[config.mk]
export PLATFORM = sky130hd
export DESIGN_NAME = repeat_command_beacon_sequencer_unit
export DESIGN_NICKNAME = d
export VERILOG_FILES = /design/src/rtl/core/rcbs_pkg.sv /design/src/rtl/core/repeat_command_beacon_sequencer_unit.sv /design/src/rtl/core/rcbs_step.sv /design/src/rtl/core/rcbs_frame_buf.sv
export VERILOG_INCLUDE_DIRS = /design/src /design/src/rtl/core
export SDC_FILE = /design/constraint.sdc
export NUM_CORES = 1
export LEC_CHECK = 0
export BUFFER_PORTS_ARGS = -buffer_cell sky130_fd_sc_hd__buf_2
export CORE_MARGIN = 5
export CORE_UTILIZATION = 45
export CTS_CLUSTER_DIAMETER = 150
export DETAILED_ROUTE_END_ITERATION = 10
export PLACE_DENSITY = 0.63
export SYNTH_ARGS = -nofsm -noshare
export SYNTH_HDL_FRONTEND = slang
export SYNTH_SLANG_ARGS = --single-unit
[constraint.sdc]
create_clock -name clk -period 7.4 [get_ports clk]
set_input_delay 1.48 -clock clk [delete_from_list [all_inputs] [get_ports clk]]
set_output_delay 1.48 -clock clk [all_outputs]
set_load 0.02 [all_outputs]
[src/rtl/core/repeat_command_beacon_sequencer_unit_defines.svh]
// Assertion macros for the beacon sequencer.
// Each macro expects clk and rst in scope of the module that uses it.
`ifndef REPEAT_COMMAND_BEACON_SEQUENCER_UNIT_DEFINES_SVH
`define REPEAT_COMMAND_BEACON_SEQUENCER_UNIT_DEFINES_SVH

// Same-cycle implication.
`define RCBS_ASSERT_NOW(lbl, ante, cons) \
  lbl: assert property (@(posedge clk) disable iff (rst) (ante) |-> (cons)) \
    else $error("beacon sequencer check failed");

// Next-cycle implication.
`define RCBS_ASSERT_NEXT(lbl, ante, cons) \
  lbl: assert property (@(posedge clk) disable iff (rst) (ante) |=> (cons)) \
    else $error("beacon sequencer check failed");

`endif

[src/rtl/core/rcbs_pkg.sv]
`default_nettype none
package rcbs_pkg;

  typedef enum logic [2:0] {
    OP_TICK        = 3'd0,
    OP_START       = 3'd1,
    OP_REQUEST     = 3'd2,
    OP_HEARTBEAT   = 3'd3,
    OP_NEW_SESSION = 3'd4,
    OP_MANUAL      = 3'd5,
    OP_AUTO        = 3'd6,
    OP_MOTION      = 3'd7
  } opcode_t;

  localparam logic [2:0] FC_HEARTBEAT  = 3'd0;
  localparam logic [2:0] FC_OPEN       = 3'd1;
  localparam logic [2:0] FC_WAKE       = 3'd4;
  localparam logic [2:0] FC_SET_PERIOD = 3'd5;

  localparam logic [2:0] REG_REPEAT_COUNT   = 3'd0;
  localparam logic [2:0] REG_FRAME_INTERVAL = 3'd1;
  localparam logic [2:0] REG_MOTION_HOLD    = 3'd2;
  localparam logic [2:0] REG_ACTIVE_PERIOD  = 3'd3;
  localparam logic [2:0] REG_IDLE_PERIOD    = 3'd4;

  localparam logic [7:0]  RST_REPEAT_COUNT   = 8'd3;
  localparam logic [15:0] RST_FRAME_INTERVAL = 16'd100;
  localparam logic [31:0] RST_MOTION_HOLD    = 32'd30000;
  localparam logic [15:0] RST_ACTIVE_PERIOD  = 16'd200;
  localparam logic [15:0] RST_IDLE_PERIOD    = 16'd1000;

  localparam logic [31:0] PERIOD_MAX = 32'h0000_FFFF;

  localparam int FRAME_BUF_DEPTH = 4;

  typedef struct packed {
    logic [7:0]  repeat_count;
    logic [15:0] frame_interval;
    logic [31:0] motion_hold;
    logic [15:0] active_period;
    logic [15:0] idle_period;
  } cfg_t;

  typedef struct packed {
    logic        started;
    logic [7:0]  session_number;
    logic [15:0] sequence_counter;
    logic [2:0]  pending_command;
    logic [15:0] pending_argument;
    logic [15:0] pending_sequence;
    logic [7:0]  repeats_left;
    logic [15:0] frame_wait;
    logic        motion_active;
    logic        auto_mode;
    logic [31:0] ticks_since_motion;
    logic        previous_level;
  } state_t;

  typedef struct packed {
    logic [2:0]  command;
    logic [15:0] seq_num;
    logic [15:0] argument;
    logic [7:0]  session;
    logic        last;
  } frame_t;

  typedef struct packed {
    logic [1:0] count;
    frame_t     first;
    frame_t     second;
  } step_out_t;

  typedef struct packed {
    logic avail;
    logic full;
  } buf_stat_t;

endpackage
`default_nettype wire

[src/rtl/core/repeat_command_beacon_sequencer_unit.sv]
// Channel   Direction  Handshake              Word
// item      in         item_valid/item_stall  opcode, command_code, period_value, motion_level
// frame     out        frame_valid/frame_stall frame_command .. frame_session, last
// cfg       in         cfg_valid/cfg_ready    cfg_index, cfg_data
//
// When an item is taken, state updates at the accepting edge and its zero,
// one or two frame words enter the frame buffer in that same edge.
// The item side takes one item per cycle while the buffer has room for two words;
// the frame side drains one word per cycle while frame_stall is low, which sets the sustained rate.
// Synchronous reset loads defaults into state and config registers and empties the buffer.
// frame_stall holds the head word; item_stall rises when fewer than two slots are free.
`default_nettype none
`include "repeat_command_beacon_sequencer_unit_defines.svh"
module repeat_command_beacon_sequencer_unit #(
  parameter int FRAME_BUF_DEPTH = rcbs_pkg::FRAME_BUF_DEPTH
) (
  input  logic        clk,
  input  logic        rst,
  input  logic        item_valid,
  output logic        item_stall,
  input  logic [2:0]  opcode,
  input  logic [2:0]  command_code,
  input  logic [31:0] period_value,
  input  logic        motion_level,
  output logic        frame_valid,
  input  logic        frame_stall,
  output logic [2:0]  frame_command,
  output logic [15:0] frame_sequence,
  output logic [15:0] frame_argument,
  output logic [7:0]  frame_session,
  output logic        last,
  input  logic        cfg_valid,
  output logic        cfg_ready,
  input  logic [2:0]  cfg_index,
  input  logic [31:0] cfg_data
);

  rcbs_pkg::cfg_t      cfg;
  rcbs_pkg::state_t    st;
  rcbs_pkg::state_t    st_next;
  rcbs_pkg::step_out_t step;
  rcbs_pkg::step_out_t push;
  rcbs_pkg::frame_t    head;
  rcbs_pkg::buf_stat_t bstat;
  logic                item_accept;

  // Config writes are always taken; unknown indexes drop.
  assign cfg_ready = 1'b1;

  always_ff @(posedge clk) begin
    if (rst) begin
      cfg.repeat_count   <= rcbs_pkg::RST_REPEAT_COUNT;
      cfg.frame_interval <= rcbs_pkg::RST_FRAME_INTERVAL;
      cfg.motion_hold    <= rcbs_pkg::RST_MOTION_HOLD;
      cfg.active_period  <= rcbs_pkg::RST_ACTIVE_PERIOD;
      cfg.idle_period    <= rcbs_pkg::RST_IDLE_PERIOD;
    end else if (cfg_valid && cfg_ready) begin
      case (cfg_index)
        rcbs_pkg::REG_REPEAT_COUNT:   cfg.repeat_count   <= cfg_data[7:0];
        rcbs_pkg::REG_FRAME_INTERVAL: cfg.frame_interval <= cfg_data[15:0];
        rcbs_pkg::REG_MOTION_HOLD:    cfg.motion_hold    <= cfg_data;
        rcbs_pkg::REG_ACTIVE_PERIOD:  cfg.active_period  <= cfg_data[15:0];
        rcbs_pkg::REG_IDLE_PERIOD:    cfg.idle_period    <= cfg_data[15:0];
        default:                      cfg                <= cfg;
      endcase
    end
  end

  // Whole item update in one pass of combinational logic.
  rcbs_step u_step (
    .st           (st),
    .cfg          (cfg),
    .opcode       (opcode),
    .command_code (command_code),
    .period_value (period_value),
    .motion_level (motion_level),
    .st_next      (st_next),
    .result       (step)
  );

  assign item_stall  = bstat.full;
  assign item_accept = item_valid && !item_stall;

  always_ff @(posedge clk) begin
    if (rst) begin
      st.started            <= 1'b0;
      st.session_number     <= 8'd1;
      st.sequence_counter   <= 16'd0;
      st.pending_command    <= rcbs_pkg::FC_HEARTBEAT;
      st.pending_argument   <= 16'd0;
      st.pending_sequence   <= 16'd0;
      st.repeats_left       <= 8'd0;
      st.frame_wait         <= 16'd0;
      st.motion_active      <= 1'b0;
      st.auto_mode          <= 1'b1;
      st.ticks_since_motion <= 32'd0;
      st.previous_level     <= 1'b1;
    end else if (item_accept) begin
      st <= st_next;
    end
  end

  // Push only words of an accepted item.
  always_comb begin
    push = step;
    if (!item_accept) begin
      push.count = 2'd0;
    end
  end

  rcbs_frame_buf #(
    .DEPTH (FRAME_BUF_DEPTH)
  ) u_frame_buf (
    .clk  (clk),
    .rst  (rst),
    .push (push),
    .pop  (frame_valid && !frame_stall),
    .head (head),
    .stat (bstat)
  );

  assign frame_valid    = bstat.avail;
  assign frame_command  = head.command;
  assign frame_sequence = head.seq_num;
  assign frame_argument = head.argument;
  assign frame_session  = head.session;
  assign last           = head.last;

  // Before start only the start opcode may emit a word.
  `RCBS_ASSERT_NOW(a_quiet_before_start,
    item_accept && !st.started && opcode != rcbs_pkg::OP_START, step.count == 2'd0)
  // A two-word item closes on its second word only.
  `RCBS_ASSERT_NOW(a_last_on_final,
    item_accept && step.count == 2'd2, step.second.last && !step.first.last)
  // Stall only while the buffer holds words to drain.
  `RCBS_ASSERT_NOW(a_stall_has_words, item_stall, frame_valid)
  // New session restarts the sequence at one.
  `RCBS_ASSERT_NEXT(a_session_restart,
    item_accept && opcode == rcbs_pkg::OP_NEW_SESSION, st.sequence_counter == 16'd1)

endmodule
`default_nettype wire

[src/rtl/core/rcbs_step.sv]
`default_nettype none
module rcbs_step (
  input  rcbs_pkg::state_t    st,
  input  rcbs_pkg::cfg_t      cfg,
  input  logic [2:0]          opcode,
  input  logic [2:0]          command_code,
  input  logic [31:0]         period_value,
  input  logic                motion_level,
  output rcbs_pkg::state_t    st_next,
  output rcbs_pkg::step_out_t result
);

  // Load a command for repeating; drop it before start.
  function automatic rcbs_pkg::state_t queue_cmd(rcbs_pkg::state_t s, logic [7:0] reps,
                                                 logic [2:0] cmd, logic [15:0] arg);
    rcbs_pkg::state_t r;
    r = s;
    if (s.started) begin
      r.pending_command  = cmd;
      r.pending_argument = arg;
      r.repeats_left     = reps;
      r.sequence_counter = s.sequence_counter + 16'd1;
      r.pending_sequence = s.sequence_counter + 16'd1;
    end
    return r;
  endfunction

  rcbs_pkg::state_t  s;
  rcbs_pkg::frame_t  f0;
  rcbs_pkg::frame_t  f1;
  logic [1:0]        n;
  logic [15:0]       wait_dec;

  always_comb begin
    s        = st;
    n        = 2'd0;
    f0       = '0;
    f1       = '0;
    wait_dec = (st.frame_wait != 16'd0) ? st.frame_wait - 16'd1 : 16'd0;
    case (rcbs_pkg::opcode_t'(opcode))
      rcbs_pkg::OP_TICK: begin
        s.frame_wait = wait_dec;
        if (st.repeats_left != 8'd0 && wait_dec == 16'd0) begin
          s.frame_wait   = cfg.frame_interval;
          f0             = '{st.pending_command, st.pending_sequence,
                             st.pending_argument, st.session_number, 1'b0};
          n              = 2'd1;
          s.repeats_left = st.repeats_left - 8'd1;
          if (st.repeats_left == 8'd1) begin
            s.pending_command  = rcbs_pkg::FC_HEARTBEAT;
            s.pending_argument = 16'd0;
            s.sequence_counter = st.sequence_counter + 16'd1;
            f1 = '{rcbs_pkg::FC_HEARTBEAT, st.sequence_counter + 16'd1, 16'd0,
                   st.session_number, 1'b0};
            n  = 2'd2;
          end
        end
        if (st.ticks_since_motion != '1) begin
          s.ticks_since_motion = st.ticks_since_motion + 32'd1;
        end
        // Falling edge of the active-low pin counts as motion.
        if (!motion_level && st.previous_level) begin
          s.ticks_since_motion = 32'd0;
          if (st.auto_mode && !st.motion_active) begin
            s.motion_active = 1'b1;
            if (cfg.active_period != 16'd0) begin
              s = queue_cmd(s, cfg.repeat_count, rcbs_pkg::FC_SET_PERIOD, cfg.active_period);
            end
          end
        end
        s.previous_level = motion_level;
        if (s.auto_mode && s.motion_active && s.ticks_since_motion > cfg.motion_hold) begin
          s.motion_active = 1'b0;
          if (cfg.idle_period != 16'd0) begin
            s = queue_cmd(s, cfg.repeat_count, rcbs_pkg::FC_SET_PERIOD, cfg.idle_period);
          end
        end
      end
      rcbs_pkg::OP_START: begin
        if (!st.started) begin
          s.sequence_counter = st.sequence_counter + 16'd1;
          s.started          = 1'b1;
          f0 = '{rcbs_pkg::FC_HEARTBEAT, st.sequence_counter + 16'd1, 16'd0,
                 st.session_number, 1'b0};
          n  = 2'd1;
        end
      end
      rcbs_pkg::OP_REQUEST: begin
        if (command_code >= rcbs_pkg::FC_OPEN && command_code <= rcbs_pkg::FC_WAKE) begin
          s = queue_cmd(st, cfg.repeat_count, command_code, 16'd0);
        end
      end
      rcbs_pkg::OP_HEARTBEAT: begin
        s.repeats_left     = 8'd0;
        s.pending_command  = rcbs_pkg::FC_HEARTBEAT;
        s.pending_argument = 16'd0;
        s.sequence_counter = st.sequence_counter + 16'd1;
        if (st.started) begin
          f0 = '{rcbs_pkg::FC_HEARTBEAT, st.sequence_counter + 16'd1, 16'd0,
                 st.session_number, 1'b0};
          n  = 2'd1;
        end
      end
      rcbs_pkg::OP_NEW_SESSION: begin
        s.session_number   = st.session_number + 8'd1;
        s.sequence_counter = 16'd1;
        s.repeats_left     = 8'd0;
        if (st.started) begin
          f0 = '{rcbs_pkg::FC_HEARTBEAT, 16'd1, 16'd0, st.session_number + 8'd1, 1'b0};
          n  = 2'd1;
        end
      end
      rcbs_pkg::OP_MANUAL: begin
        if (period_value != 32'd0 && period_value <= rcbs_pkg::PERIOD_MAX) begin
          s = queue_cmd(st, cfg.repeat_count, rcbs_pkg::FC_SET_PERIOD, period_value[15:0]);
          s.auto_mode = 1'b0;
        end
      end
      rcbs_pkg::OP_AUTO: begin
        s.auto_mode     = 1'b1;
        s.motion_active = 1'b0;
      end
      rcbs_pkg::OP_MOTION: begin
        s.auto_mode          = 1'b1;
        s.ticks_since_motion = 32'd0;
        if (!st.motion_active) begin
          s.motion_active = 1'b1;
          if (cfg.active_period != 16'd0) begin
            s = queue_cmd(s, cfg.repeat_count, rcbs_pkg::FC_SET_PERIOD, cfg.active_period);
          end
        end
      end
      default: begin
        s = st;
      end
    endcase
    // Mark the final word of this item.
    if (n == 2'd2) begin
      f1.last = 1'b1;
    end else if (n == 2'd1) begin
      f0.last = 1'b1;
    end
  end

  assign st_next = s;
  assign result  = '{n, f0, f1};

endmodule
`default_nettype wire

[src/rtl/core/rcbs_frame_buf.sv]
`default_nettype none
module rcbs_frame_buf #(
  parameter int DEPTH = rcbs_pkg::FRAME_BUF_DEPTH
) (
  input  logic                clk,
  input  logic                rst,
  input  rcbs_pkg::step_out_t push,
  input  logic                pop,
  output rcbs_pkg::frame_t    head,
  output rcbs_pkg::buf_stat_t stat
);

  localparam int PW = (DEPTH > 1) ? $clog2(DEPTH) : 1;
  localparam int CW = $clog2(DEPTH + 1);
  localparam logic [PW-1:0] LAST_SLOT = PW'(DEPTH - 1);

  rcbs_pkg::frame_t mem [DEPTH];
  logic [PW-1:0] wr_ptr;
  logic [PW-1:0] rd_ptr;
  logic [CW-1:0] count;
  logic [PW-1:0] wr_ptr_1;
  logic [PW-1:0] wr_ptr_2;
  logic [PW-1:0] rd_ptr_next;

  assign wr_ptr_1    = (wr_ptr == LAST_SLOT) ? '0 : wr_ptr + PW'(1);
  assign wr_ptr_2    = (wr_ptr_1 == LAST_SLOT) ? '0 : wr_ptr_1 + PW'(1);
  assign rd_ptr_next = (rd_ptr == LAST_SLOT) ? '0 : rd_ptr + PW'(1);

  always_ff @(posedge clk) begin
    if (push.count != 2'd0) begin
      mem[wr_ptr] <= push.first;
    end
    if (push.count == 2'd2) begin
      mem[wr_ptr_1] <= push.second;
    end
  end

  always_ff @(posedge clk) begin
    if (rst) begin
      wr_ptr <= '0;
      rd_ptr <= '0;
      count  <= '0;
    end else begin
      case (push.count)
        2'd1:    wr_ptr <= wr_ptr_1;
        2'd2:    wr_ptr <= wr_ptr_2;
        default: wr_ptr <= wr_ptr;
      endcase
      if (pop) begin
        rd_ptr <= rd_ptr_next;
      end
      count <= count + CW'(push.count) - CW'(pop);
    end
  end

  assign head       = mem[rd_ptr];
  assign stat.avail = (count != '0);
  // Hold off new items unless two free slots remain.
  assign stat.full  = (count > CW'(DEPTH - 2));

endmodule
`default_nettype wire
==> results.md, run 1 <==
Critical path:
- STA classifies the critical path endpoint as a flop.
- STA puts the critical path data arrival time at 7190 ps.
- Along the worst path, the maximum fanout reaches 17.
- STA puts the critical path data required time at 7850 ps.
- The nature of the critical path startpoint is a flop.
- The startpoint identified for the worst register-to-register timing path is st[9].
- The category of the critical setup timing path is flop to flop.
- The beginning of the critical path is st[9].

Clocking:
- The insertion delay of the later-clocked pin in the worst-skew pair is between 500 and 600 ps.
- The clock passes through at most 3 buffers.
- The clock tree root driver cell is sky130_fd_sc_hd__clkbuf_16.
- The number of setup buffers added after CTS is 0.
- The CTS clock-pin slew for the worst setup and hold paths is 60 ps.
- TritonCTS built the clock tree.
- Counting every sink on the clock net gives 392.
- Gates resized during post-CTS repair numbered 0.
- The number of clock buffers added by TritonCTS is 45.
- The number of H-tree levels is 2.
- The number of hold buffers added after CTS is 0.

Finish:
- The net count of the finished layout is 2750.
- Cells fill 50.5% of the core in the end.
- The area growth from synthesis to layout is 11.7%.
- Cells with a size suffix above 1 make up 12.3% of the layout.
- The filler cells instantiated in the layout total between 4k and 5k.

Detailed routing:
- The total length of routed wires is 67.1 mm.
- The via density per instance is between 5 and 6.
- The residual DRC count is 0.
- The average wire per standard cell is 20.2 um.
- The routed via count is 19.8k.
- Once detail routing completed, the nets flagged for antenna violations numbered 0.
- The violation count after the first detailed-routing iteration is 1949.
- For this run, the detailed router's first-pass iteration total came to 5.

Yosys:
- The share of synthesized area occupied by flip-flops and latches is 40.1%.
- The synthesized design contains 392 register bits.
- The cell area after synthesis is 0.0221 mm^2.
- For this run, the number of Yosys warnings is 0.
- The most used flip-flop cell after synthesis is sky130_fd_sc_hd__dfxtp_1.
- Counting every net in the synthesized netlist gives between 2k and 3k.
- The number of instances in the synthesized netlist is 2582.
- The number of synthesized flops with an enable pin is 100.
- The async set-reset flop share out of synthesis is 0%.
- The mean area per synthesized cell is about 8.5 um^2.
- Synthesis instantiated 96 different standard cells from the library.

Global routing:
- Entering global routing, the biggest net connects 87 pins.
- The initial antenna violation count is 0.
- The number of global-route vias before repair is 18.7k.
- The total overflow left after global routing is 0.
- The first global-routing pass estimated 104 mm of wire.
- The overall global routing resource usage is roughly a quarter.

Placed design:
- The final weighted congestion of routability-driven global placement is slightly above 0.9.
- The number of buffers inserted by port buffering is roughly 120.
- The detailed placement HPWL is 46.5 mm.

Timing:
- The post-route clock skew is roughly 27 ps.
- The routed design could run at a clock period as short as 6740 ps.
- In the finished design, the share of the clock period the worst path needs comes to 91.1%.
- The final count of pins violating max slew is 0.
- The number of endpoints failing setup at the final stage is 0.
- The worst-case headroom to the max-slew limit is between 20% and 30%.
- The maximum clock frequency is 148 MHz.
- The total count of hold-check failures in the final report is 0.
- Setup repair after global routing left no endpoint under its margin.
- The transition at the pin with the smallest max-transition slack is 1130 ps.
- Summed over all failing endpoints, the final setup total negative slack is 0 ps.

Die:
- The area enclosed by the die boundary is 0.0535 mm^2.
- The floorplan step defined a core boundary enclosing 0.0487 mm^2.
- The number of core rows is 81.
- The die height is between 200 and 250 um.
- The width of the die is 231 um.
- The effective utilization at floorplan is a little under half.
- The number of I/O pins is 126.

Pwr:
- Across the VDD grid, the largest voltage drop is 0.249 mV.
- Summed over all cells, the static leakage comes to 0.00871 uW.
- Power spread over the standard cell area amounts to around 220 mW/mm^2.

Status:
- The flow ran to the end, and the final reports show no timing, DRC or antenna violations.

Worst hold path:
- The startpoint identified for the worst hold timing path is cfg[50].
- The worst hold path belongs to the class flop to flop.

Run:
- Across the run, the number of max-cap violations was 0.
==> final cells by class <==
cell class              instances  area [um^2]  area share, %
clock inverters                20          243          0.985
diodes                          3         7.51         0.0305
repair buffers                168          957           3.88
multi-input cells            1944        12300           49.9
clock buffers                  62         1210           4.91
inverters                      65          244          0.990
well taps                     664          831           3.37
flip-flops and latches        392         8850           35.9
==> worst paths after layout <==
path | end | slack, ps | cells past startpoint
worst min-delay path | cfg[50] | 450 | 2
worst max register to register | st[51] | 660 | 27
worst min register to register | cfg[50] | 450 | 2
worst max-delay path | st[51] | 660 | 27
==> stage by stage <==
step / hold WS, ps / setup WS [ps] / total power [uW] / cell area [um^2] / instances
floorplan: 432 / 1740 / 3020 / 22100 / 2582
global placement: 443 / 922 / 3290 / 23200 / 3233
finish: 454 / 662 / 5480 / 24600 / 3318
global route: 474 / 49.9 / 5710 / 24600 / 3315
detailed placement: 448 / 751 / 3300 / 23200 / 3233
CTS: 456 / 688 / 5520 / 24600 / 3315
==> metal layers <==
| metal | GRT usage (%) | wire length (um) |
|---|---|---|
| met1 | 33.2 | 29400 |
| met5 | 0 | 0 |
| met4 | 8.15 | 2000 |
| met2 | 39.1 | 31400 |
| met3 | 3.17 | 4320 |
==> report_power, final <==
group / switching (uW) / internal, uW
clock: 932 / 1290
sequential: 57.5 / 2240
combinational: 601 / 357
total: 1590 / 3890
==> registers in the layout, summed over array words and instances, names as in the netlist, named ones only <==
register,count
u_frame_buf.wr_ptr,2
cfg,88
u_frame_buf.count,3
u_frame_buf.mem,176
u_frame_buf.rd_ptr,2
st,119
==> cell families (layout without fill, tap and decap cells) <==
family | after synthesis | in the layout | synth area share, %
compound gates | 714 | 714 | 21.2
xor+xnor | 122 | 122 | 4.91
fa+ha+maj | 55 | 55 | 3.15
buf+inv | 246 | 315 | 4.28
flops | 392 | 392 | 40.1
mux | 70 | 70 | 5.76
other cells | 1 | 4 | 0.0170
simple gates | 982 | 982 | 20.6
==> cell usage after synthesis, types with 22 or more instances <==
library cell                 n  share of area, %
sky130_fd_sc_hd__nor3_1     48               1.1
sky130_fd_sc_hd__dfxtp_1   292                27
sky130_fd_sc_hd__clkbuf_1  152               2.6
sky130_fd_sc_hd__nor4_1     33              0.94
sky130_fd_sc_hd__nor2_1    244               4.2
sky130_fd_sc_hd__mux4_2     44               4.5
sky130_fd_sc_hd__o21ai_0   192               4.4
sky130_fd_sc_hd__o22ai_1    35              0.99
sky130_fd_sc_hd__nand3_1    62               1.4
sky130_fd_sc_hd__a21oi_1   180               4.1
sky130_fd_sc_hd__inv_1      64               1.1
sky130_fd_sc_hd__xnor2_1    63               2.5
sky130_fd_sc_hd__and3_1     27              0.77
sky130_fd_sc_hd__a21o_1     22              0.75
sky130_fd_sc_hd__edfxtp_1  100                14
sky130_fd_sc_hd__nand2_1   399               6.8
sky130_fd_sc_hd__ha_1       54               3.1
sky130_fd_sc_hd__xor2_1     57               2.3
sky130_fd_sc_hd__a211oi_1   25              0.85
sky130_fd_sc_hd__nor2b_1    23              0.65
sky130_fd_sc_hd__a22o_1    105               4.2
==> cell usage in the layout (no fill, tap or decap), drive strengths merged, types with 27 or more instances in the layout <==
cell type | netlist | routed
nor3 | 50 | 50
nor4 | 35 | 35
ha | 54 | 54
and3 | 27 | 27
nand3 | 63 | 63
nor2 | 245 | 245
mux4 | 44 | 44
dfxtp | 292 | 292
a21oi | 180 | 180
inv | 64 | 65
xor2 | 58 | 58
clkbuf | 152 | 62
buf | 29 | 168
xnor2 | 64 | 64
o21ai | 197 | 197
a22o | 105 | 105
edfxtp | 100 | 100
o22ai | 36 | 36
nand2 | 400 | 400
==> worst max-delay path, stage by stage, from the launching register on <==
cell                       delay [ps]
sky130_fd_sc_hd__dfxtp_1          420
sky130_fd_sc_hd__and4_1           300
sky130_fd_sc_hd__nand4_1          190
sky130_fd_sc_hd__or4_1            480
sky130_fd_sc_hd__nor4_1           350
sky130_fd_sc_hd__and4_1           290
sky130_fd_sc_hd__nand2_1          130
sky130_fd_sc_hd__nand4_1          290
sky130_fd_sc_hd__nor2_1           220
sky130_fd_sc_hd__and2_0           340
sky130_fd_sc_hd__nand2_1          160
sky130_fd_sc_hd__xor2_1           180
sky130_fd_sc_hd__nor2_1            60
sky130_fd_sc_hd__ha_1             290
sky130_fd_sc_hd__a21o_1           180
sky130_fd_sc_hd__a21o_1           170
sky130_fd_sc_hd__a21o_1           160
sky130_fd_sc_hd__a21o_1           170
sky130_fd_sc_hd__a211oi_1         230
sky130_fd_sc_hd__o21a_1           320
sky130_fd_sc_hd__a21o_1           490
sky130_fd_sc_hd__buf_4            300
sky130_fd_sc_hd__a21oi_1           90
sky130_fd_sc_hd__o32a_1           310
sky130_fd_sc_hd__nand2_1          130
sky130_fd_sc_hd__o31ai_1           70
sky130_fd_sc_hd__a22oi_1          190
sky130_fd_sc_hd__nor2_1            50
(Power assumes the default switching activity.)
==> run 2, diff against run 1 <==
--- a/config.mk
+++ b/config.mk
@@ -14,4 +14,5 @@
 export PLACE_DENSITY = 0.63
 export SYNTH_ARGS = -nofsm -noshare
 export SYNTH_HDL_FRONTEND = slang
+export SYNTH_HIERARCHICAL = 1
 export SYNTH_SLANG_ARGS = --single-unit
==> run 2 against run 1 <==
  * Area after synthesis is 16% higher
  * Register-to-register slack better by 190 ps
  * Cell count is 12% higher
  * Worst hold slack improved by 1.3 ps
  * Die area is 15% higher
  * Fmax is 2.9% higher
  * Synthesized cell count grew 13%
  * Sequential share of layout area down 1.5 points
  * Utilization down 0.88 points
  * Critical path type unchanged
==> results.md, run 2 <==
Finish:
- In the final layout, the registers with the most flip-flops are u_frame_buf/mem x176, st x119, cfg x88.
- Relative to the synthesized area, the layout overhead comes to 9.58%.
- The library cells used most frequently in the layout, excluding fill and tap cells, are sky130_fd_sc_hd__nand2_1, sky130_fd_sc_hd__a21oi_1, sky130_fd_sc_hd__dfxtp_1.
- More flip-flops sit in one register than any other, and that register is u_frame_buf/mem.
- The number of flip-flops in the largest register is 176.
- The net count of the finished layout is 3063.
- The filler cell count in the final layout is 5372.
- The post-route netlist has 16.4% of its cells at a drive strength greater than 1.
- The leading cell type in the layout, fill and taps excluded is sky130_fd_sc_hd__nand2_1.

Timing:
- After routing, the total negative slack on setup checks comes to 0 ps.
- The routed design could run at a clock period as short as 6550 ps.
- For this run, the top clock speed supported by timing is roughly 150 MHz.
- In the finished design, the share of the clock period the worst path needs comes to between 80% and 90%.
- Across the routed clock network, the largest skew measured is 23.5 ps.
- Setup repair after global routing left no endpoint under its margin.
- The final count of pins violating max slew is 0.
- The transition at the pin with the smallest max-transition slack is 1360 ps.
- The number of endpoints failing setup at the final stage is 0.
- The total count of hold-check failures in the final report is 0.
- Across all hold checks on the routed design, the worst slack comes to 456 ps.
- The worst-case headroom to the max-slew limit is about 8.4%.

Critical path:
- The worst setup path is captured at a flop.
- On the worst path, the slowest cell contributes a delay of between 400 and 500 ps.
- The critical-path cell with the highest stage delay is sky130_fd_sc_hd__a31oi_1.
- For the worst flop-to-flop path, the logic depth is 25.
- STA puts the critical path data required time at approximately 7800 ps.
- STA classifies the critical path startpoint as a flop.
- The cell that appears most often on the critical path is sky130_fd_sc_hd__nor2_1.
- The data arrival time of the worst path is 6980 ps.
- The worst-path maximum fanout is 19.
- The category of the critical setup timing path is flop to flop.

Global routing:
- met2 is the most crowded layer.
- Entering global routing, the biggest net connects 97 pins.
- The global route total overflow is 0.
- The met1 track demand over resource in global routing is between 30 and 40%.
- The first-pass GRT wire length is 125 mm.
- For met3 alone, demand over resource in global routing was 4.52%.
- The number of global-route vias before repair is 21.4k.
- The initial antenna violation count is 3.
- The global routing met2 resource utilization is 40.5%.
- Across every metal layer, demand over resource in global routing totals 25.3%.

Detailed routing:
- In the routed design, unresolved DRC markers number 0.
- The number of routed nets with antenna violations is 0.
- Dividing the detail-routed wire length by the instance count gives 21.5 um.
- After the first detailed-routing iteration, the DRC count stood at 2067.
- Dividing the detail-routed via count by the number of cells gives 6.02.
- The total length of routed wires is between 70 and 80 mm.
- The number of iterations in the first detailed-routing pass is 5.
- The routed via count is roughly 22k.

Clocking:
- The number of buffers between clock root and the deepest sink is 3.
- The clock buffer count from CTS is between 40 and 50.
- Buffers added to address setup during post-CTS repair amount to 0.
- The CTS sink count is around 390.
- After clock tree synthesis, the clock-pin slew on the worst setup and hold paths is 60 ps.
- The number of hold buffers added after CTS is 0.
- Clock latency on the worst-skew pair, taken at its later pin, is 590 ps.
- The root buffer cell chosen for the clock tree is sky130_fd_sc_hd__clkbuf_16.
- TritonCTS built the clock tree.
- The number of H-tree levels is 2.

Die:
- For this configuration, the core starts out at a cell density of 45.3%.
- The core footprint is 0.0563 mm^2.
- The initialized floorplan defines 87 standard-cell rows.
- The width of the die is roughly 250 um.
- The area enclosed by the die boundary is 0.0615 mm^2.
- ~130 I/O pins were placed.
- In this run the vertical extent of the chip is between 200 and 250 um.

Yosys:
- Ranked by instance count, the synthesized netlist is headed by sky130_fd_sc_hd__nand2_1, sky130_fd_sc_hd__a21oi_1, sky130_fd_sc_hd__dfxtp_1, sky130_fd_sc_hd__nor2_1, sky130_fd_sc_hd__edfxtp_1.
- The count of unique library cells instantiated by Yosys is 99.
- Yosys attributes the largest share of cell area to sky130_fd_sc_hd__edfxtp_1, sky130_fd_sc_hd__dfxtp_1, sky130_fd_sc_hd__nand2_1.
- Among all flip-flop cells after synthesis, the most frequent one is sky130_fd_sc_hd__dfxtp_1.
- The post-synthesis cell type with the largest combined area is sky130_fd_sc_hd__edfxtp_1.
- In the synthesized netlist, the number of instances is ~2.9k.
- The mean area per synthesized cell is 8.74 um^2.
- The mapped netlist covers 0.0255 mm^2.
- The library cell with the highest instance count after synthesis is sky130_fd_sc_hd__nand2_1.
- During synthesis, Yosys emitted a total of 6 warnings.
- The share of the Yosys chip area taken by registers is a little under two fifths.
- Of the post-synthesis cell area, the dominant cell type holds between 20% and 30%.
- The flip-flop and latch count after synthesis is 392.
- The async set-reset flop share out of synthesis is 0%.
- The synthesized design contains between 150 and 200 enable-type register cells.

Pwr:
- Across the VDD grid, the largest voltage drop is 0.253 mV.
- The power density over the cells is between 200 and 250 mW/mm^2.
- The leakage dissipation is 0.0101 uW.

Worst hold path:
- The path class of the tightest hold or removal check is flop to flop.
- The worst hold path depth is 2.

Placed design:
- Port buffering added 124 buffers.
- Detailed placement finished with a half-perimeter wire length of 54.7 mm.
- Routability-driven placement finished with a final weighted congestion of 0.954.

Run:
- The tool flagged a number of max-cap violations equal to 0.

Status:
- The run finished with clean final reports.
run 2: cell count changes after synthesis, sizes merged, moves of 25 or more:
cell and delta:
clkbuf -30, o22ai -25, dfxtp -76, edfxtp +76, a21oi +89, a22o -77, nor2 -44, o21ai -51
mux2 +177, buf +72, nand2 +176
run 2: critical path, delay by kind of cell (launching register included):
kind,cells,cell delay (ps)
flops,1,380
fa+ha+maj,1,330
xor+xnor,1,130
compound gates,7,1610
simple gates,16,3930
run 2: final timing paths:
kind	start	to	slack [ps]
max	st[18]	st[62]	850
min	cfg[63]	cfg[63]	460
max reg2reg	st[18]	st[62]	850
min reg2reg	cfg[63]	cfg[63]	460
run 2: cells by family (layout without fill, tap and decap cells):
group	after synthesis	count (layout)	synth area share, %
buffers and inverters	294	319	5.60
AOI/OAI and AO/OA	674	674	16.5
xor gates and xnor gates	120	120	4.12
and+or+nand+nor	1134	1134	20.6
DFF	392	392	37.7
other	2	25	0.0294
muxes	246	246	12.7
adders and majority gates	56	56	2.78
run 2: layer usage:
metal | part of all wire (%) | wire, um
met1 | 45 | 35700
met2 | 46 | 36400
met3 | 7.4 | 5890
met4 | 2.4 | 1910
met5 | 0.016 | 13
run 2: cell type report:
class	count	area, um^2	share of cell area, %
tap	756	946	3.38
clock buffer	62	1260	4.51
sequential	392	9610	34.4
antenna	5	12.5	0.0448
timing repair buffer	168	957	3.42
inverter	71	267	0.953
multi-input combinational	2250	14600	52.3
clock inverter	18	269	0.962
run 2: what timing repair did:
item	4_1_cts	5_1_grt
resized for setup	0	2
endpoints found under the hold margin	0	0
endpoints found under the setup margin	0	9
run 2: power breakdown:
group	internal, uW	switching (uW)	leakage [uW]
Combinational	355	725	0.00599
Sequential	2300	43.7	0.00338
Clock	1400	948	0.000738
Total	4050	1720	0.0101
run 2: stage by stage:
| step | std cells | area (um^2) | utilization (%) | setup slack (ps) | power [uW] |
|---|---|---|---|---|---|
| after CTS | 3717 | 27900 | 49.6 | 573 | 5820 |
| after global routing | 3718 | 27900 | 49.6 | 259 | 6010 |
| after floorplan | 2936 | 25600 | - | 537 | 3150 |
| after detailed placement | 3637 | 26400 | 46.9 | 673 | 3470 |
| final | 3722 | 28000 | 49.7 | 852 | 5770 |
| after global placement | 3637 | 26400 | 46.9 | 880 | 3460 |
==> run 3, diff against run 2 <==
--- a/config.mk
+++ b/config.mk
@@ -11,7 +11,7 @@
 export CORE_UTILIZATION = 45
 export CTS_CLUSTER_DIAMETER = 150
 export DETAILED_ROUTE_END_ITERATION = 10
-export PLACE_DENSITY = 0.63
+export PLACE_DENSITY = 0.65
 export SYNTH_ARGS = -nofsm -noshare
 export SYNTH_HDL_FRONTEND = slang
 export SYNTH_HIERARCHICAL = 1
==> constraint.sdc (replaced) <==
create_clock -name clk -period 5.6 [get_ports clk]
set_input_delay 1.12 -clock clk [delete_from_list [all_inputs] [get_ports clk]]
set_output_delay 1.12 -clock clk [all_outputs]
set_load 0.02 [all_outputs]
==> run 3 against run 2 <==
  * Clock power grew 34%
  * Routed wire length grew 0.87%
  * Fmax grew 23%
  * Cell count grew 1.7%
  * Sequential cell count is the same
  * First-iteration DRC count grew 10%
  * Non-clock buffer count grew 63
  * Design area grew 2.6%
  * Worst hold slack lost 1.6 ps
  * Die area is the same
  * Critical path type unchanged
==> results.md, run 3 (synthesized netlist as in run 2, its figures left out) <==
Die:
- The die height is 248 um.
- 126 I/O pins were placed.
- The number of core rows is 87.
- The effective utilization at floorplan is between 40% and 50%.
- The core footprint is 0.0563 mm^2.
- The area enclosed by the die boundary is 0.0615 mm^2.
- The width of the die is 248 um.

Global routing:
- The initial antenna violation count came to 1.
- The number of global-route vias before repair was 21.7k.
- After global routing the overflow that remains totals 0.
- The first-pass GRT wire length is 125 mm.
- Entering global routing, the biggest net connects a little over 100 pins.
- The overall global routing resource usage is 25.2%.

Clocking:
- The H-tree was split into 2 levels.
- The insertion delay of the later-clocked pin in the worst-skew pair is 610 ps.
- The CTS clock-pin slew for the worst setup and hold paths is 60 ps.
- The number of hold buffers added after CTS is 0.
- Counting along the longest clock path gives a buffer depth of 3.
- The clock tree root driver cell is sky130_fd_sc_hd__clkbuf_16.
- The clock tree from TritonCTS is yes.
- The CTS sink count is 392.
- The clock buffer count from CTS is 46.

Placed design:
- Routability-driven placement finished with a final weighted congestion of around 0.94.
- The HPWL after detailed placement is approximately 56 mm.
- Input and output buffers added on the ports amount to 124.
- The number of placed instances, taps included is 3698.

Detailed routing:
- In the routed layout, each cell is associated on average with a via count of 6.05.
- For this run, the detailed router's first-pass iteration total came to 5.
- The number of routed nets with antenna violations is 0.
- The routed via count is 22.9k.
- The first routing iteration left 2274 violations.
- The average wire per standard cell is 21.3 um.
- For this run, design rule violations remaining after detail routing come to 0.
- The total length of routed wires is about 81 mm.

Critical path:
- STA classifies the critical path startpoint as a flop.
- At the worst endpoint, the arrival time is 5840 ps.
- The worst-case reg-to-reg path depth is 25.
- The required time at the worst-slack endpoint is 6110 ps.
- The dominant cell type by count on the critical path is sky130_fd_sc_hd__and3_1.
- The worst setup path is captured at a flop.
- The endpoint identified for the worst register-to-register timing path is st[109].
- The worst setup slack for register-to-register paths is 280 ps.
- The category of the critical setup timing path is flop to flop.
- In this run the worst path has a maximum fanout of 29.
- For this design, the slowest cell found on the critical path is sky130_fd_sc_hd__or4_1.
- The highest cell delay on the worst timing path is 500 ps.
- The worst flop-to-flop path startpoint is st[20].

Pwr:
- The worst voltage drop across the vdd grid is 0.233 mV.
- The power density over the cells is 269 mW/mm^2.
- The leakage dissipation is 0.0105 uW.

Timing:
- The post-route setup TNS is 0 ps.
- The maximum clock frequency is 188 MHz.
- The final count of pins violating max slew was 0.
- At the pin with the least slew margin, the transition time is ~1300 ps.
- The worst slack on hold paths is 454 ps.
- The worst path uses 95.0% of the clock period.
- The clock period could shrink to 5320 ps.
- Setup violations remaining at the end of the flow were counted as 0.
- Setup repair after global routing left no endpoint under its margin.
- The post-route clock skew is 31.0 ps.
- The worst pin sits at a relative slew slack of 13.1%.
- The total count of hold-check failures in the final report is 0.

Finish:
- The leading cell type in the layout, fill and taps excluded is sky130_fd_sc_hd__nand2_1.
- The net count of the finished layout is 3127.
- Measured on the finished design, the core utilization comes to 51.0%.
- The register with the most flip-flops in the layout has 176 of them.
- The filler cell count in the final layout is 5315.
- The register with the most flip-flops is u_frame_buf/mem.
- Cells with a size suffix above 1 make up 19.3% of the layout.
- The non-filler instance count after layout is 3785.
- The area of combinational cells with multiple inputs is 0.0148 mm^2.
- The largest registers in the layout are u_frame_buf/mem x176, st x119, cfg x88.
- The area growth from synthesis to layout is 12.5%.
- The top cell types in the final layout, fill and taps aside, are sky130_fd_sc_hd__nand2_1, sky130_fd_sc_hd__a21oi_1, sky130_fd_sc_hd__dfxtp_1.
- The total area of sequential cells is 0.00961 mm^2.

Worst hold path:
- The worst hold path depth is 2.
- The worst hold path terminates at cfg[53].
- The origin of the worst min-delay path is cfg[53].
- The tightest min-delay check is of the flop to flop type.

Run:
- The number of max-cap violations is 0.

Status:
- The run finished with clean final reports.
run 3: metal layers:
metal	up-vias	track usage, %	wire (um)
met5	-	0	13
met4	2	6.94	2250
met3	153	3.26	5800
met2	965	41.4	37100
met1	11100	35.3	35500
li1	10700	-	-
run 3: what timing repair did:
action	CTS	global route
gates cloned	0	0
gates resized for setup	2	34
endpoints found under the setup margin	17	58
pin swaps	0	6
buffers inserted	0	2
run 3: where the power goes:
group | internal, uW | switching, uW | total, uW
registers | 3040 | 81.3 | 3120
clock network | 1860 | 1300 | 3160
logic | 498 | 933 | 1430
run 3: how the worst max path moves through the flow:
stage | from | endpoint | slack (ps) | cells past startpoint
6_report | st[20] | st[109] | 280 | 25
5_1_grt | st[35] | st[108] | 20 | 23
4_1_cts | st[10] | st[92] | 10 | 26
3_5_place_dp | st[20] | st[57] | -130 | 26
3_3_place_gp | st[19] | st[82] | 130 | 28
2_1_floorplan | st[42] | u_frame_buf/mem[1][0] | -1180 | 14
run 3: area by class of cell:
class | instances | share of cell area, %
antenna | 1 | 0.00872
timing repair buffer | 231 | 5.20
clock buffer | 64 | 4.75
clock inverter | 20 | 0.842
tap | 756 | 3.30
sequential | 392 | 33.5
multi-input combinational | 2250 | 51.5
inverter | 71 | 0.929
run 3: critical path, delay by kind of cell (launching register included):
| kind | cells | cell delay (ps) |
|---|---|---|
| AOI/OAI and AO/OA | 4 | 760 |
| xor gates and xnor gates | 1 | 140 |
| DFF | 1 | 350 |
| buffers and inverters | 2 | 390 |
| and+or+nand+nor | 16 | 2940 |
| muxes | 1 | 300 |
| adders and majority gates | 1 | 320 |
run 3: through the flow:
stage	total power (uW)	cell area, um^2	setup WS [ps]
detailed placement	4600	26900	-130
global route	8010	28700	16.2
CTS	7770	28500	10.3
floorplan	4160	25600	-1180
global placement	4590	26900	134
finish	7710	28700	278
